**src/design/rlp_pkg.sv**
```systemverilog
// Package for the radix literal parser: character codes, radix and lead-phase
// codes, the parser flag record and the digit decoder.
// Has no dependencies; used by rlp_step and radix_literal_parser.
package rlp_pkg;

   localparam logic [7:0] CHAR_MINUS      = 8'h2D;
   localparam logic [7:0] CHAR_SPACE      = 8'h20;
   localparam logic [7:0] CHAR_APOSTROPHE = 8'h27;
   localparam logic [7:0] CHAR_ZERO       = 8'h30;
   localparam logic [7:0] CHAR_NINE       = 8'h39;
   localparam logic [7:0] CHAR_ONE        = 8'h31;
   localparam logic [7:0] CHAR_LOWER_A    = 8'h61;
   localparam logic [7:0] CHAR_LOWER_F    = 8'h66;
   localparam logic [7:0] CHAR_UPPER_A    = 8'h41;
   localparam logic [7:0] CHAR_UPPER_F    = 8'h46;
   localparam logic [7:0] CHAR_LOWER_H    = 8'h68;
   localparam logic [7:0] CHAR_LOWER_B    = 8'h62;
   localparam logic [7:0] CHAR_LOWER_D    = 8'h64;
   localparam logic [7:0] CHAR_LOWER_X    = 8'h78;

   localparam int OUT_WIDTH = 64;

   typedef enum logic [2:0] {
      RADIX_DEC = 3'b001,
      RADIX_HEX = 3'b010,
      RADIX_BIN = 3'b100
   } radix_type;

   typedef enum logic [2:0] {
      LEAD_FIRST = 3'b001,
      LEAD_SKIP  = 3'b010,
      LEAD_BODY  = 3'b100
   } lead_type;

   typedef struct packed {
      radix_type radix;
      lead_type  lead;
      logic      awaiting_letter;
      logic      need_digit;
      logic      negative;
      logic      prev_zero;
      logic      error_seen;
   } flags_type;

   localparam flags_type FLAGS_RESET = '{
      radix:           RADIX_DEC,
      lead:            LEAD_FIRST,
      awaiting_letter: 1'b0,
      need_digit:      1'b0,
      negative:        1'b0,
      prev_zero:       1'b0,
      error_seen:      1'b0
   };

   typedef struct packed {
      logic       valid;
      logic [3:0] value;
   } digit_type;

   function automatic digit_type digit_of(input logic [7:0] c, input radix_type radix);
      digit_type d;
      d.valid = 1'b0;
      d.value = 4'd0;
      case (radix)
         RADIX_HEX: begin
            if (c >= CHAR_ZERO && c <= CHAR_NINE) begin
               d.valid = 1'b1;
               d.value = 4'(c - CHAR_ZERO);
            end else if (c >= CHAR_LOWER_A && c <= CHAR_LOWER_F) begin
               d.valid = 1'b1;
               d.value = 4'(c - CHAR_LOWER_A + 8'd10);
            end else if (c >= CHAR_UPPER_A && c <= CHAR_UPPER_F) begin
               d.valid = 1'b1;
               d.value = 4'(c - CHAR_UPPER_A + 8'd10);
            end
         end
         RADIX_BIN: begin
            if (c == CHAR_ZERO || c == CHAR_ONE) begin
               d.valid = 1'b1;
               d.value = 4'(c - CHAR_ZERO);
            end
         end
         default: begin
            if (c >= CHAR_ZERO && c <= CHAR_NINE) begin
               d.valid = 1'b1;
               d.value = 4'(c - CHAR_ZERO);
            end
         end
      endcase
      return d;
   endfunction

endpackage

```
**src/design/radix_literal_parser.sv**
```systemverilog
// Top level of the radix literal parser: input register, parser state and
// result register around the rlp_step logic.
// Depends on rlp_pkg and rlp_step.
//
// The parser takes one character per word on req and gives one result word on
// rsp for each word that has req_tlast set. It accepts a word in every cycle,
// and the end word waits in the input register while the final value is
// formed from the accumulator and then caught in the result register. Input
// stalls only when an end word meets a result that rsp has not yet taken. The
// accumulator is VALUE_WIDTH bits wide and wraps; the result is sign-extended
// to 64 bits, or all ones on an error.
module radix_literal_parser
   import rlp_pkg::*;
#(
   parameter int VALUE_WIDTH = 64
) (
   input  logic                 clock,
   input  logic                 reset,
   input  logic                 req_tvalid,
   output logic                 req_tready,
   input  logic [7:0]           req_tdata,   // [7:0] char_code
   input  logic                 req_tlast,   // is_end
   output logic                 rsp_tvalid,
   input  logic                 rsp_tready,
   output logic [OUT_WIDTH-1:0] rsp_tdata,   // [63:0] value
   output logic [0:0]           rsp_tuser    // [0] parse_error
);

   logic                         in_valid_ff;
   logic [7:0]                   in_char_ff;
   logic                         in_end_ff;
   flags_type                    flags_ff;
   flags_type                    flags_in;
   logic [VALUE_WIDTH-1:0]       acc_ff;
   logic [VALUE_WIDTH-1:0]       acc_in;
   logic                         rsp_valid_ff;
   logic signed [OUT_WIDTH-1:0]  rsp_value_ff;
   logic signed [OUT_WIDTH-1:0]  rsp_value_in;
   logic                         rsp_error_ff;
   logic                         rsp_error_in;
   logic                         advance;
   logic                         req_accept;

   assign advance    = in_valid_ff & ~(in_end_ff & rsp_valid_ff & ~rsp_tready);
   assign req_tready = ~in_valid_ff | advance;
   assign req_accept = req_tvalid & req_tready;

   rlp_step #(
      .VALUE_WIDTH(VALUE_WIDTH)
   ) u_step (
      .flags       (flags_ff),
      .acc         (acc_ff),
      .char_code   (in_char_ff),
      .is_end      (in_end_ff),
      .flags_next  (flags_in),
      .acc_next    (acc_in),
      .value       (rsp_value_in),
      .parse_error (rsp_error_in)
   );

   always_ff @(posedge clock) begin
      if (reset) begin
         in_valid_ff <= 1'b0;
      end else if (req_accept) begin
         in_valid_ff <= 1'b1;
      end else if (advance) begin
         in_valid_ff <= 1'b0;
      end
   end

   always_ff @(posedge clock) begin
      if (req_accept) begin
         in_char_ff <= req_tdata;
         in_end_ff  <= req_tlast;
      end
   end

   always_ff @(posedge clock) begin
      if (reset) begin
         flags_ff <= FLAGS_RESET;
         acc_ff   <= '0;
      end else if (advance) begin
         flags_ff <= flags_in;
         acc_ff   <= acc_in;
      end
   end

   always_ff @(posedge clock) begin
      if (reset) begin
         rsp_valid_ff <= 1'b0;
      end else if (advance && in_end_ff) begin
         rsp_valid_ff <= 1'b1;
      end else if (rsp_tready) begin
         rsp_valid_ff <= 1'b0;
      end
   end

   always_ff @(posedge clock) begin
      if (advance && in_end_ff) begin
         rsp_value_ff <= rsp_value_in;
         rsp_error_ff <= rsp_error_in;
      end
   end

   assign rsp_tvalid   = rsp_valid_ff;
   assign rsp_tdata    = rsp_value_ff;
   assign rsp_tuser[0] = rsp_error_ff;

endmodule

```
**src/design/rlp_step.sv**
```systemverilog
// Combinational step of the radix literal parser: next flags and accumulator
// for one character, and the final value and error flag on an end word.
// Depends on rlp_pkg.
module rlp_step
   import rlp_pkg::*;
#(
   parameter int VALUE_WIDTH = 64
) (
   input  flags_type                    flags,
   input  logic [VALUE_WIDTH-1:0]       acc,
   input  logic [7:0]                   char_code,
   input  logic                         is_end,
   output flags_type                    flags_next,
   output logic [VALUE_WIDTH-1:0]       acc_next,
   output logic signed [OUT_WIDTH-1:0]  value,
   output logic                         parse_error
);

   digit_type                     digit;
   logic                          body;
   logic [VALUE_WIDTH-1:0]        scaled;
   logic [VALUE_WIDTH-1:0]        magnitude;
   logic signed [VALUE_WIDTH-1:0] signed_value;

   assign digit = digit_of(char_code, flags.radix);

   always_comb begin
      case (flags.radix)
         RADIX_HEX: scaled = acc << 4;
         RADIX_BIN: scaled = acc << 1;
         default:   scaled = (acc << 3) + (acc << 1);
      endcase
   end

   always_comb begin
      parse_error  = flags.error_seen | flags.awaiting_letter | flags.need_digit;
      magnitude    = flags.negative ? (~acc + 1'b1) : acc;
      signed_value = signed'(magnitude);
      value        = parse_error ? '1 : OUT_WIDTH'(signed_value);
   end

   always_comb begin
      flags_next = flags;
      acc_next   = acc;
      body       = 1'b1;
      if (is_end) begin
         flags_next = FLAGS_RESET;
         acc_next   = '0;
         body       = 1'b0;
      end else begin
         case (flags.lead)
            LEAD_FIRST: begin
               if (char_code == CHAR_MINUS) begin
                  flags_next.negative = 1'b1;
                  flags_next.lead     = LEAD_SKIP;
                  body                = 1'b0;
               end else begin
                  flags_next.lead = LEAD_BODY;
               end
            end
            LEAD_SKIP: begin
               if (char_code == CHAR_SPACE) begin
                  body = 1'b0;
               end else begin
                  flags_next.lead = LEAD_BODY;
               end
            end
            default: begin
               body = 1'b1;
            end
         endcase
      end

      if (body) begin
         if (char_code == CHAR_APOSTROPHE) begin
            acc_next                   = '0;
            flags_next.error_seen      = 1'b0;
            flags_next.radix           = RADIX_DEC;
            flags_next.awaiting_letter = 1'b1;
            flags_next.need_digit      = 1'b0;
            flags_next.prev_zero       = 1'b0;
         end else if (char_code == CHAR_LOWER_X && flags.prev_zero) begin
            acc_next                   = '0;
            flags_next.error_seen      = 1'b0;
            flags_next.radix           = RADIX_HEX;
            flags_next.awaiting_letter = 1'b0;
            flags_next.need_digit      = 1'b1;
            flags_next.prev_zero       = 1'b0;
         end else begin
            if (flags.awaiting_letter) begin
               flags_next.awaiting_letter = 1'b0;
               if (char_code == CHAR_LOWER_H) begin
                  flags_next.radix      = RADIX_HEX;
                  flags_next.need_digit = 1'b1;
               end else if (char_code == CHAR_LOWER_B) begin
                  flags_next.radix      = RADIX_BIN;
                  flags_next.need_digit = 1'b1;
               end else if (char_code == CHAR_LOWER_D) begin
                  flags_next.radix      = RADIX_DEC;
                  flags_next.need_digit = 1'b1;
               end else begin
                  flags_next.error_seen = 1'b1;
               end
            end else if (!digit.valid) begin
               flags_next.error_seen = 1'b1;
            end else begin
               acc_next              = scaled + VALUE_WIDTH'(digit.value);
               flags_next.need_digit = 1'b0;
            end
            flags_next.prev_zero = (char_code == CHAR_ZERO);
         end
      end
   end

endmodule
```
**config.mk**
```make
export PLATFORM = sky130hd
export DESIGN_NAME = radix_literal_parser
export DESIGN_NICKNAME = d
export VERILOG_FILES = /design/src/design/rlp_pkg.sv /design/src/design/radix_literal_parser.sv /design/src/design/rlp_step.sv
export SDC_FILE = /design/constraint.sdc
export NUM_CORES = 1
export LEC_CHECK = 0
export BUFFER_PORTS_ARGS = -buffer_cell sky130_fd_sc_hd__buf_2
export CORE_MARGIN = 2
export CORE_UTILIZATION = 30
export CTS_CLUSTER_SIZE = 28
export DETAILED_ROUTE_END_ITERATION = 8
export HOLD_SLACK_MARGIN = 0.02
export PLACE_DENSITY_LB_ADDON = 0.15
export SETUP_SLACK_MARGIN = 0.5
export SLEW_MARGIN = 20
export SYNTH_ARGS = -nofsm -noshare
export SYNTH_HDL_FRONTEND = slang
export SYNTH_SLANG_ARGS = --single-unit
```
**constraint.sdc**
```tcl
create_clock -name clock -period 5.8 [get_ports clock]
set_input_delay 0 -clock clock [delete_from_list [all_inputs] [get_ports clock]]
set_output_delay 0 -clock clock [all_outputs]
set_load 0.05 [all_outputs]
```
==> impl_metrics.yaml <==
outcome:
  status: "complete, no violations"
pwr:
  p_total_mw: 2.43
  power_density_nw_per_um2: 152
  ir_worst_vdd_uv: 173
  power.leakage_nw: 6.31
finish:
  fin_nets: 1949
  drive_gt1_frac: 0.123
  final_area_um2: 16000
  layout_commonest_cell: "nand2_1"
  seqCellArea_um2: 3760
  multi_input_area_um2: 9820
  fillers: 4893
  antennaDiodeCount: 0
  area_growth_pct: 14.5
  layout_common_cells: "nand2_1, nor2_1, a21oi_1"
detailed_routing:
  via_per_inst: 5.76
  wl_per_cell_um: 21.5
  vias: 14300
  drtIter0Drc: 1280
  drc: 0
  ant_nets: 0
  first_pass_iters: 5
  wirelength_um: 53400
floorplanning:
  die_area_um2: 48200
  coreArea_um2: 46300
  io-pin-count: 80
  die-width_um: 220
  rows: 79
  fp.dieH_um: 220
  start_util: 0.302
sta:
  period_needed_ps: 5260
  fin_crit_sh: 0.907
  slew_violations: 0
  clock.fmax_ghz: 0.190
  relSlewSlack: 0.334
  finalHoldViolCount: 0
  finalSetupTns_ps: 0
  rsz0062_at_grt: "true"
  finalSetupViolCount: 0
  tightest_slew_ps: 999
  finalClockSkew_ps: 15.1
logic_synthesis:
  syn_avg_cell_area_um2: 7.69
  synth-seq-cells: 151
  synthDistinctLibCells: 88
  synth_edf_count: 74
  synth_warnings: 0
  synthFlopType: "dfxtp_1"
  synth_area_um2: 14000
  synth_cells: 1815
  async_reset_ff_frac: 0
  synth_fp_nets: 1899
  yosysSeqAreaShare: 0.270
placement:
  place.gp.congestion: 0.921
  portBuffers: 79
  place_area_um2: 15100
  dp_hpwl_um: 39800
cts:
  insertion_delay_ps: 500
  cts_root_buffer: "clkbuf_16"
  clkTransAtPathRegs_ps: 70
  numCtsBuffers: 17
  clock-sinks: 151
  htree_levels: 4
  cts.path.max_buffers: 2
  cts_tree: "done"
critical_path:
  cp.required_ps: 6190
  endpoint_kind: "register"
  r2r_slack_ps: 540
  path_class: "register to register"
  cp_max_fo: 10
  cp.arrival_ps: 5650
  cp-start-kind: "register"
global_route:
  grt_pass1_wl_um: 81700
  grt_max_degree: 69
  use_met1: 0.303
  grt.met3_usage: 0.0472
  antenna_found_initial: 0
  grt-ovfl-total: 0
  grt_usage: 0.224
  busiest_layer: "met2"
  use_met2: 0.352
  grt_pass1_vias: 13500
run:
  timing.max_cap.violations: 0
hold_path:
  hold_path_class: "input port to register"
synth_stat cells (all sizes together), types with 8 or more instances:
cell / count / area share
a21oi: 138 / 0.050
edfxtp: 74 / 0.16
o21ai: 137 / 0.049
or3: 26 / 0.012
a22o: 13 / 0.0082
buf: 18 / 0.0066
nand4: 37 / 0.017
dfxtp: 77 / 0.11
nor4: 21 / 0.011
nor3b: 10 / 0.0054
o21bai: 14 / 0.0075
and3: 29 / 0.013
nor2b: 11 / 0.0049
a21o: 24 / 0.013
a31oi: 21 / 0.0094
nor2: 169 / 0.045
nand3b: 15 / 0.0081
o21a: 21 / 0.011
clkbuf: 101 / 0.027
a22oi: 62 / 0.033
xor2: 66 / 0.041
mux2i: 17 / 0.012
a211o: 9 / 0.0057
xnor2: 63 / 0.040
nor3: 47 / 0.017
a211oi: 13 / 0.0070
a221oi: 10 / 0.0063
nand2b: 21 / 0.010
o31ai: 30 / 0.017
and2: 22 / 0.0099
nand2: 222 / 0.060
or4: 15 / 0.0086
nand3: 31 / 0.011
ha: 69 / 0.062
o22ai: 12 / 0.0054
o211ai: 9 / 0.0048
a21boi: 8 / 0.0043
or2: 13 / 0.0060
inv: 28 / 0.0075
registers in the layout (all words and copies together), names as in the netlist:
name	count
in_char_ff	8
in_end_ff	1
rsp_tvalid	1
in_valid_ff	1
acc_ff	64
rsp_tdata	64
rsp_tuser	1
flags_ff	11
timing repair:
| action | CTS | global route |
|---|---|---|
| gates resized for setup | 4 | 28 |
| hold buffers | 12 | 0 |
| pin swaps | 3 | 12 |
| endpoints found under the hold margin | 11 | 0 |
| setup endpoints to repair | 11 | 30 |
| setup buffers | 3 | 10 |
| cloned | 0 | 0 |
power by group:
part           internal, mW  switching, mW  total, mW
registers              1.14        0.00826       1.15
clock network         0.589          0.532       1.12
logic                0.0397          0.117      0.157
area by class of cell:
class                   instances  area share
clock buffers                  20      0.0293
flip-flops and latches        151       0.236
well taps                     607      0.0475
repair buffers                150      0.0604
clock inverters                12     0.00556
multi-input cells            1516       0.615
inverters                      29     0.00681
kinds of logic (layout without fill, tap and decap cells):
kind of cell,Yosys count,in the layout,synth area share
buf+inv,148,211,0.0416
simple gates,707,707,0.251
compound gates,591,591,0.279
fa+ha+maj,71,71,0.0647
flops,151,151,0.270
mux,18,18,0.0130
xor+xnor,129,129,0.0810
routing by layer:
metal  part of all wire  vias to the layer above
met3              0.060                       75
met4              0.027                        0
met1               0.46                     6922
met2               0.46                      417
li1                   -                     6901
met5                  0                        -
worst paths after layout:
kind                                   from          end  depth (start not counted)
worst max-delay path             acc_ff[13]   acc_ff[63]                         15
worst min-delay path                  reset    acc_ff[1]                          3
worst max register to register   acc_ff[13]   acc_ff[63]                         15
worst min register to register  flags_ff[6]  flags_ff[6]                          2
per-stage QoR:
step / worst slack [ps] / hold slack, ps / instances / utilization
after floorplan: 521 / 98.9 / 1815 / -
after global placement: 389 / 176 / 2428 / 0.325
after detailed placement: 304 / 178 / 2428 / 0.325
after CTS: 524 / 116 / 2475 / 0.341
after global routing: 284 / 160 / 2485 / 0.345
final: 540 / 130 / 2485 / 0.345
critical path: stages, from the launching register on:
cell and delay (ps):
dfxtp_1 640, ha_1 410, a21oi_1 280, o21ai_0 160
a31oi_1 560, a211oi_1 170, buf_4 190, o21ai_0 400
and3b_1 380, xnor2_1 170, o211ai_1 220, nor3_1 580
nand3_1 330, nor4_1 300, xnor2_1 110, a32o_1 230
Power figures use the tool's default switching activity.
